==> config.mk <==
export PLATFORM = sky130hd
export DESIGN_NAME = periodic_timer_deadline_queue_top
export DESIGN_NICKNAME = d
export VERILOG_FILES = /design/src/sv/ptdq_pkg.sv /design/src/sv/periodic_timer_deadline_queue_top.sv
export SDC_FILE = /design/constraint.sdc
export NUM_CORES = 2
export LEC_CHECK = 0
export BUFFER_PORTS_ARGS = -buffer_cell sky130_fd_sc_hd__clkbuf_2
export CAP_MARGIN = 20
export CORE_ASPECT_RATIO = 0.9
export CORE_UTILIZATION = 66
export DETAILED_ROUTE_END_ITERATION = 10
export GPL_TIMING_DRIVEN = 0
export PLACE_DENSITY = 0.84
export SETUP_SLACK_MARGIN = 0.15
export SYNTH_ARGS = -nofsm -noshare
export SYNTH_HDL_FRONTEND = slang
export SYNTH_SLANG_ARGS = --single-unit
==> constraint.sdc <==
create_clock -name clk_i -period 15.5 [get_ports clk_i]
set_input_delay 1.55 -clock clk_i [delete_from_list [all_inputs] [get_ports clk_i]]
set_output_delay 1.55 -clock clk_i [all_outputs]
set_load 0.01 [all_outputs]
==> src/sv/ptdq_pkg.sv <==
// Package: shared constants and codes for the periodic timer deadline queue.
package ptdq_pkg;
  localparam int unsigned TimerSlots = 16;
  localparam int unsigned FireLimit  = 32;
  localparam int unsigned TimeW      = 48;
  localparam int unsigned IdW        = 32;
  localparam int unsigned PeriodW    = 32;

  localparam logic [1:0] FuncAdd    = 2'd0;
  localparam logic [1:0] FuncRemove = 2'd1;
  localparam logic [1:0] FuncTick   = 2'd2;

  localparam logic [2:0] KindAdded    = 3'd0;
  localparam logic [2:0] KindRemoved  = 3'd1;
  localparam logic [2:0] KindFired    = 3'd2;
  localparam logic [2:0] KindTickDone = 3'd3;
  localparam logic [2:0] KindFull     = 3'd4;
endpackage

==> src/sv/periodic_timer_deadline_queue_top.sv <==
// Top level: timer table in a slot memory, scanned one slot per cycle.
//
//  channel | valid   | stall   | payload
//  in      | valid_i | stall_o | func_i deadline_i period_i target_id_i now_i
//  out     | valid_o | stall_i | kind_o timer_id_o found_o next_valid_o
//          |         |         | next_deadline_o last_o
//
// One scan pass reads every slot once, one read per cycle through the registered
// memory read, and closes once the last read is taken. Add, remove and the spare
// code take the accept step, one scan pass and the result. Each fired timer adds
// an update step, a pass for its result, its result and a pass to pick the next
// firing. Valid bits live in flip-flops that reset clears; the slot memory needs no
// clearing. A stalled result holds the block; input is taken only when idle.
module periodic_timer_deadline_queue_top #(
  parameter int unsigned TIMER_SLOTS = ptdq_pkg::TimerSlots,
  parameter int unsigned FIRE_LIMIT  = ptdq_pkg::FireLimit
) (
  input  logic        clk_i,
  input  logic        rst_ni,
  input  logic        valid_i,
  output logic        stall_o,
  input  logic [1:0]  func_i,
  input  logic [47:0] deadline_i,
  input  logic [31:0] period_i,
  input  logic [31:0] target_id_i,
  input  logic [47:0] now_i,
  output logic        valid_o,
  input  logic        stall_i,
  output logic [2:0]  kind_o,
  output logic [31:0] timer_id_o,
  output logic        found_o,
  output logic        next_valid_o,
  output logic [47:0] next_deadline_o,
  output logic        last_o
);
  localparam int unsigned SW = (TIMER_SLOTS > 1) ? $clog2(TIMER_SLOTS) : 1;
  localparam int unsigned CW = $clog2(TIMER_SLOTS + 1);
  localparam int unsigned FW = $clog2(FIRE_LIMIT + 1);
  localparam logic [47:0] TimeMax = '1;

  typedef enum logic [3:0] {
    StIdle = 4'b0001,
    StScan = 4'b0010,
    StFire = 4'b0100,
    StOut  = 4'b1000
  } state_e;

  // one memory entry: id, deadline, period
  typedef struct packed {
    logic [31:0] id;
    logic [47:0] dl;
    logic [31:0] per;
  } slot_t;

  slot_t mem_q [TIMER_SLOTS];
  slot_t rd_q;
  logic  we;
  logic [SW-1:0] wa;
  slot_t wd;
  logic [SW-1:0] ra;

  always_ff @(posedge clk_i) begin
    if (we) mem_q[wa] <= wd;
    rd_q <= mem_q[ra];
  end

  state_e state_q, state_d;
  logic [TIMER_SLOTS-1:0] vld_q, vld_d;
  logic [31:0] last_id_q, last_id_d;
  logic [1:0]  func_q, func_d;
  logic [47:0] now_q, now_d;
  logic [31:0] tid_q, tid_d;
  logic [CW-1:0] cnt_q, cnt_d;      // read address counter
  logic        rv_q, rv_d;          // rd_q holds slot rslot_q
  logic [SW-1:0] rslot_q, rslot_d;
  logic        bv_q, bv_d;          // best found
  logic [SW-1:0] bslot_q, bslot_d;
  slot_t       best_q, best_d;
  logic [FW-1:0] nfire_q, nfire_d;
  logic        hit_q, hit_d;
  logic        fire_pend_q, fire_pend_d;
  logic [2:0]  kind_q, kind_d;
  logic [31:0] oid_q, oid_d;
  logic        ofound_q, ofound_d, olast_q, olast_d;
  logic        onv_q, onv_d;
  logic [47:0] ond_q, ond_d;

  logic [48:0] sum;
  logic        better;
  logic        free_any;
  logic [SW-1:0] free_idx;

  function automatic logic [2:0] KindOf(input logic [1:0] f);
    case (f)
      ptdq_pkg::FuncAdd:    KindOf = ptdq_pkg::KindAdded;
      ptdq_pkg::FuncRemove: KindOf = ptdq_pkg::KindRemoved;
      default:              KindOf = ptdq_pkg::KindTickDone;
    endcase
  endfunction

  always_comb begin
    free_any = 1'b0;
    free_idx = '0;
    for (int i = TIMER_SLOTS - 1; i >= 0; i--) begin
      if (!vld_q[i]) begin
        free_any = 1'b1;
        free_idx = SW'(i);
      end
    end
  end

  assign sum = {1'b0, best_q.dl} + {17'd0, best_q.per};
  assign better = !bv_q || (rd_q.dl < best_q.dl) ||
                  ((rd_q.dl == best_q.dl) && (rd_q.id < best_q.id));

  always_comb begin
    state_d = state_q; vld_d = vld_q; last_id_d = last_id_q;
    func_d = func_q; now_d = now_q; tid_d = tid_q;
    cnt_d = cnt_q; rv_d = 1'b0; rslot_d = cnt_q[SW-1:0];
    bv_d = bv_q; bslot_d = bslot_q; best_d = best_q;
    nfire_d = nfire_q; hit_d = hit_q; fire_pend_d = fire_pend_q;
    kind_d = kind_q; oid_d = oid_q; ofound_d = ofound_q; olast_d = olast_q;
    onv_d = onv_q; ond_d = ond_q;
    we = 1'b0; wa = free_idx; wd = '{id: last_id_q + 32'd1, dl: deadline_i, per: period_i};
    ra = cnt_q[SW-1:0];
    case (state_q)
      StIdle: begin
        if (valid_i) begin
          func_d = func_i; now_d = now_i;
          tid_d = target_id_i;
          hit_d = 1'b0; nfire_d = '0; oid_d = '0; ofound_d = 1'b0;
          kind_d = KindOf(func_i);
          if (func_i == ptdq_pkg::FuncAdd) begin
            if (free_any) begin
              we = 1'b1;
              vld_d[free_idx] = 1'b1;
              last_id_d = last_id_q + 32'd1;
              oid_d = last_id_q + 32'd1;
            end else begin
              kind_d = ptdq_pkg::KindFull;
            end
          end else if (func_i == ptdq_pkg::FuncRemove) begin
            oid_d = target_id_i;
          end
          cnt_d = '0; bv_d = 1'b0; state_d = StScan;
        end
      end
      StScan: begin
        if (cnt_q < CW'(TIMER_SLOTS)) begin
          rv_d = 1'b1;
          cnt_d = cnt_q + CW'(1);
        end
        if (rv_q && vld_q[rslot_q]) begin
          if (func_q == ptdq_pkg::FuncRemove && rd_q.id == tid_q) begin
            vld_d[rslot_q] = 1'b0;
            hit_d = 1'b1;
          end else if (better) begin
            bv_d = 1'b1; bslot_d = rslot_q; best_d = rd_q;
          end
        end
        if (!rv_q && cnt_q == CW'(TIMER_SLOTS)) begin
          onv_d = bv_q; ond_d = bv_q ? best_q.dl : '0;
          ofound_d = (func_q == ptdq_pkg::FuncRemove) && hit_q;
          if (func_q == ptdq_pkg::FuncTick) begin
            if (fire_pend_q) begin
              // result for the previous firing, table already updated
              kind_d = ptdq_pkg::KindFired; olast_d = 1'b0;
              state_d = StOut;
            end else if (bv_q && best_q.dl <= now_q && nfire_q < FW'(FIRE_LIMIT)) begin
              state_d = StFire;
            end else begin
              kind_d = ptdq_pkg::KindTickDone; oid_d = '0; olast_d = 1'b1;
              state_d = StOut;
            end
          end else begin
            olast_d = 1'b1; state_d = StOut;
          end
        end
      end
      StFire: begin
        oid_d = best_q.id;
        nfire_d = nfire_q + FW'(1);
        if (best_q.per != '0) begin
          we = 1'b1; wa = bslot_q;
          wd = '{id: best_q.id, dl: sum[48] ? TimeMax : sum[47:0], per: best_q.per};
        end else begin
          vld_d[bslot_q] = 1'b0;
        end
        fire_pend_d = 1'b1;
        cnt_d = '0; bv_d = 1'b0; state_d = StScan;
      end
      StOut: begin
        if (!stall_i) begin
          if (olast_q) begin
            state_d = StIdle;
          end else begin
            fire_pend_d = 1'b0;
            cnt_d = '0; bv_d = 1'b0; state_d = StScan;
            // rescan: decide next firing from the current table
          end
        end
      end
      default: state_d = StIdle;
    endcase
  end

  always_ff @(posedge clk_i or negedge rst_ni) begin
    if (!rst_ni) begin
      state_q <= StIdle; vld_q <= '0; last_id_q <= '0;
      cnt_q <= '0; rv_q <= 1'b0; bv_q <= 1'b0; nfire_q <= '0;
      hit_q <= 1'b0; fire_pend_q <= 1'b0; olast_q <= 1'b0;
    end else begin
      state_q <= state_d; vld_q <= vld_d; last_id_q <= last_id_d;
      cnt_q <= cnt_d; rv_q <= rv_d; bv_q <= bv_d; nfire_q <= nfire_d;
      hit_q <= hit_d; fire_pend_q <= fire_pend_d; olast_q <= olast_d;
    end
  end

  always_ff @(posedge clk_i) begin
    func_q <= func_d; now_q <= now_d; tid_q <= tid_d;
    rslot_q <= rslot_d; bslot_q <= bslot_d; best_q <= best_d;
    kind_q <= kind_d; oid_q <= oid_d; ofound_q <= ofound_d;
    onv_q <= onv_d; ond_q <= ond_d;
  end

  assign stall_o         = (state_q != StIdle);
  assign valid_o         = (state_q == StOut);
  assign kind_o          = kind_q;
  assign timer_id_o      = oid_q;
  assign found_o         = ofound_q;
  assign next_valid_o    = onv_q;
  assign next_deadline_o = ond_q;
  assign last_o          = olast_q;
endmodule

-- After elaboration in Yosys (flattened, before gate mapping)
Memories as Yosys holds them, arrays and structs flattened. A register that Yosys moved wholly into a read port is not among the register bits.
Cells that the tools add are included.
W data, S select, Z words.
- bits in registers: 355
- latch bits: 0
- bits in writable memories: 1792
- bits in read-only memories: 0
- bits of input ports: 166
- output and inout port bits: 88
- word-level logic and storage cells: 219
- memories: 1
- $add $sub $neg: 4
- multiply operators: 0
- div/mod/pow operators: 0
- order comparisons: 11
- equal/unequal tests: 28
- shift operators: 0
- multiplexer cells: 110
- bitwise operators: 6
- reduce and logical (&&, ||, !) cells: 36
- memories (name ; words ; bits a word ; rd ports ; clocked after Yosys merged registers in ; write ports ; line ; text):
    mem_q ; 16 ; 112 ; 1 ; 1 ; 1 ; periodic_timer_deadline_queue_top.sv:55 ; slot_t mem_q [TIMER_SLOTS];
- operator list (operator ; count):
    $mux W32 ; 8
    $mux W112 ; 2
    $mux W16 ; 6
    $mux W4 ; 24
    $pmux W32 S3 ; 1
    $add A48 B32 Y49 ; 1
    $eq A48 B48 Y1 ; 1
    $le A48 B48 Y1 ; 1
    $lt A48 B48 Y1 ; 1
    $mux W48 ; 1
    $pmux W16 S3 ; 1
    $mux W1 ; 40
    $add A32 B1 Y32 const B ; 1
    $and A16 B16 Y16 ; 2
    $eq A32 B32 Y1 ; 1
    $lt A32 B32 Y1 ; 1
    $not A16 Y16 ; 2
    $reduce_bool A32 Y1 ; 1
    $ne A2 B2 Y1 const B ; 15
    $mux W3 ; 7
    $mux W5 ; 4
    $pmux W5 S4 ; 1
    $or A16 B16 Y16 ; 1
    $pmux W4 S4 ; 1
    38 further kinds ; 71

-- Longest topological paths before layout
- word-level depth: 25
- gate-level depth with buffers: 12
- mapped depth without buffers: 12

-- Worst setup path after synthesis
Ideal clock, no wire load.
- kind: input to register
- from: in valid_i
- to: mem mem_q[10][0] (netlist bit), enable pin
- library setup time: 585 ps
- arrival: 7133 ps
- data required time: 14915 ps
- slack: 7782 ps
- stages on the path: 6
- path buffers: 1
- cell sequence: nand2_1 nor3_1 and2_1 clkbuf_1 a32oi_1 nor2_1
- cells in the longest elaborated chain, start to end: 4
- ends and longest elaborated chain (element ; line ; text):
    start, declared ; periodic_timer_deadline_queue_top.sv:20 ; input logic valid_i,
    $mux W1 ; periodic_timer_deadline_queue_top.sv:128 ; if (valid_i) begin
    $pmux W1 S2 ; periodic_timer_deadline_queue_top.sv:126 ; case (state_q)
    $mux W1 ; periodic_timer_deadline_queue_top.sv:63 ; if (we) mem_q[wa] <= wd;
    $mux W1 (implied by the code) ; periodic_timer_deadline_queue_top.sv:63 ;
    end, declared ; periodic_timer_deadline_queue_top.sv:55 ;
Every way passes these cells.

==> impl_results.md <==
* Tot Pwr at about 16 mW
* Final design instance area without fill at 0.104 mm^2
* Type of origin of the critical path: flip-flop
* Dpl hpwl at roughly 170000 um
* Antenna Violating Nets Remaining at 0
* DRC at 0
* Grt ovf at 0
* Post_cts resized at 0
* Clock latency on the worst-skew pair at between 0.8 and 0.9 ns
* Final nets at 5587
* CTS root buf: clkbuf_16
* P_leak at 34.5 nW
* Clock sinks at ~2300
* Syn Nets at between 4000 and 5000
* CTS clk-pin slew, worst paths at 0.07 ns
* Vias per cell at ~7.3
* Placed cell area at 0.0961 mm^2
* Total track usage at 0.396
* Initial antenna violation count at 14
* Die width at between 300 and 400 um
* Largest net degree at the start of global routing at 56
* Starting Density at 0.664
* Dominant synthesized flop cell: edfxtp_1
* Num CTS Buffers at 206
* Async SR Flop Fraction at 0.0301
* Count of cell types in the netlist at 93
* WL/cell at 38.0 um
* CTS H-tree lvls at 4
* DR iter-0 viols at between 9000 and 10000
* TritonCTS clock tree: built
* Std cell rows at about 130
* Core Util, Final at 0.770
* Routability Congestion at 0.958
* Flops & latches, synth at 2259
* Post-CTS Setup Repair Bufs at 0
* Worst Clk Skew at roughly 0.032 ns
* First-pass GRT wire length at 378000 um
* Routed vias at 53100
* Max Fclk at roughly 0.17 GHz
* Longest Clk Path Bufs at 3
* Maximum vdd drop at a little over 100 uV
* Post-synthesis area per instance at 19.6 um^2
* RSZ-0062 raised after global routing: false
* Final Setup Violations at 0
* Area Growth Syn to Fin at 15.8%
* Full die area at ~0.14 mm^2
* Crit end category: flip-flop
* CTS Hold Buffers Added at 0
* Maximum Capacitance Violations at 0
* Synthesized cell area at between 0.08 and 0.09 mm^2
* Post-Layout Cell Count at 7280
* Cells after DPL at just under 7000
* Data required, critical path at around 16 ns
* Crit path kind: reg -> reg
* WL final at 277000 um
* Worst EP arrival at 6.37 ns
* Layout cells sized above 1 at 0.261
* Vias in the first global route at 52700
* Worst slew pin tran at 1.37 ns
* Min-Delay Path Class: reg -> reg
* Status: completed
* Synth Instances at about 4600
* Final period utilization at 0.381
* Chip height at roughly 350 um
* Max-slew headroom at 0.0765
* Slew Limit Fails at 0
* CP max FO at 16
* FILL cells at between 6000 and 7000
* TritonRoute pass-1 iters at 8
* # port buffers at 253
* Number of synthesized flops with an enable pin at roughly 2100
* Io pins at around 250
* Core area at around 0.14 mm^2
* P per Cell Area at between 150 and 200 mW/mm^2
* Seq/Total Area, Yosys at 0.739
* Fin. Hold Viols at 0
* Tmin final at between 5 and 6 ns
* Synth warn at 0
## sequential cells by signal, summed over array words and instances (netlist names), 32 cells and up
signal	count
mem_q	1792
best_q	112
rd_q	112
next_deadline_o	48
now_q	48
last_id_q	32
tid_q	32
timer_id_o	32
## final timing paths
kind,slack (ns),start,cells after the start,to
setup reg to reg,9.59,best_q[31],8,mem_q[11][34]
min in group asynchronous,0.59,rst_ni,1,state_q[1]
setup / recovery,9.59,best_q[31],8,mem_q[11][34]
hold reg to reg,0.38,cnt_q[2],0,rslot_q[2]
max in group asynchronous,14.31,rst_ni,2,last_id_q[30]
hold / removal,0.38,cnt_q[2],0,rslot_q[2]
## worst max-delay path, cell delays in order (launching register included)
cell,delay (ns)
edfxtp_1,0.70
nor4_1,0.09
nand4_1,0.47
nor2_1,0.16
nor2_1,0.69
clkbuf_2,0.94
clkbuf_1,0.85
nor2_1,0.40
a21oi_1,1.16
## metrics by stage
stage	setup slack, ns	setup TNS, ns	hold slack, ns
finish	9.59	0	0.382
global route	9.80	0	0.397
CTS	10.23	0	0.381
detailed placement	9.97	0	0.363
global placement	-0.0551	-3.62	0.356
floorplan	7.78	0	0.345
## synthesized netlist by cell type, types with 5 or more instances
library cell | instances | share of area
o31ai_1 | 6 | 0.00050
edfxtp_1 | 2075 | 0.69
inv_1 | 151 | 0.0063
nand2b_1 | 10 | 0.00070
a22oi_1 | 26 | 0.0022
ha_1 | 163 | 0.023
o21ai_0 | 84 | 0.0047
dfxtp_1 | 116 | 0.026
or2_2 | 7 | 0.00049
o31a_1 | 5 | 0.00049
a311oi_1 | 6 | 0.00059
nor4_1 | 16 | 0.0011
nand2_1 | 192 | 0.0080
o22a_1 | 10 | 0.00098
and2_1 | 59 | 0.0041
xor2_1 | 45 | 0.0044
nand4_1 | 53 | 0.0037
nor2b_1 | 14 | 0.00098
a21o_1 | 55 | 0.0046
a211oi_1 | 11 | 0.00092
a31oi_1 | 23 | 0.0016
buf_2 | 11 | 0.00061
or3_1 | 12 | 0.00084
xnor2_1 | 79 | 0.0077
o21a_1 | 8 | 0.00067
nand3_1 | 47 | 0.0026
clkbuf_1 | 120 | 0.0050
nor3_1 | 21 | 0.0012
mux4_2 | 561 | 0.14
dfrtp_1 | 67 | 0.019
nor2_1 | 189 | 0.0079
and3_1 | 12 | 0.00084
buf_1 | 53 | 0.0022
o22ai_1 | 20 | 0.0014
o211ai_1 | 6 | 0.00050
a21oi_1 | 157 | 0.0088
## report_power, final
| group | internal [mW] | total [mW] | switching [mW] |
|---|---|---|---|
| registers | 7.04 | 7.31 | 0.276 |
| clock network | 2.98 | 5.34 | 2.36 |
| logic | 1.37 | 3.23 | 1.85 |
| total | 11.4 | 15.9 | 4.49 |
## metal layers
layer	vias to the layer above	part of all wire	GRT usage
met2	5598	0.47	0.606
met4	10	0.069	0.228
met5	-	0.00038	0.00280
met3	1230	0.15	0.121
met1	26300	0.32	0.508
li1	20000	-	-
## cell families after synthesis
| logic type | count (synthesis) | synth area share |
|---|---|---|
| multiplexers | 568 | 0.142 |
| XOR/XNOR | 124 | 0.0121 |
| flip-flops | 2259 | 0.739 |
| AO/OA/AOI/OAI | 466 | 0.0331 |
| buffers and inverters | 344 | 0.0155 |
| adder cells (fa/ha/maj) | 164 | 0.0229 |
| AND/OR/NAND/NOR | 662 | 0.0354 |
## placed cells by master, fill, tap and decap left out, types with 23 or more instances in the layout
| cell type | Yosys | layout |
|---|---|---|
| mux4_2 | 561 | 561 |
| buf_12 | 0 | 86 |
| a31oi_1 | 23 | 23 |
| nand3_1 | 47 | 47 |
| nand2_1 | 192 | 192 |
| clkbuf_8 | 2 | 27 |
| bufinv_16 | 0 | 23 |
| dfxtp_1 | 116 | 116 |
| nand4_1 | 53 | 53 |
| ha_1 | 163 | 163 |
| buf_4 | 0 | 36 |
| xnor2_1 | 79 | 79 |
| clkbuf_1 | 120 | 172 |
| a21o_1 | 55 | 55 |
| o21ai_0 | 84 | 82 |
| and2_1 | 59 | 59 |
| buf_1 | 53 | 53 |
| nor2_1 | 189 | 172 |
| clkbuf_16 | 0 | 208 |
| clkinv_2 | 0 | 38 |
| clkbuf_2 | 1 | 255 |
| edfxtp_1 | 2075 | 2075 |
| inv_1 | 151 | 150 |
| xor2_1 | 45 | 45 |
| a22oi_1 | 26 | 26 |
| buf_8 | 0 | 50 |
| a21oi_1 | 157 | 156 |
| dfrtp_1 | 67 | 67 |
## area by class of cell
class | count | area (um^2) | share of cell area
inverter | 151 | 569 | 0.00547
clock buffer | 286 | 5740 | 0.0552
tap | 1820 | 2280 | 0.0219
antenna | 19 | 47.5 | 0.000457
sequential | 2259 | 66300 | 0.638
multi-input combinational | 1984 | 22200 | 0.214
clock inverter | 106 | 1230 | 0.0118
buffer | 193 | 828 | 0.00796
timing repair buffer | 462 | 4770 | 0.0459
Note: power is estimated with default switching activity, not from simulation.
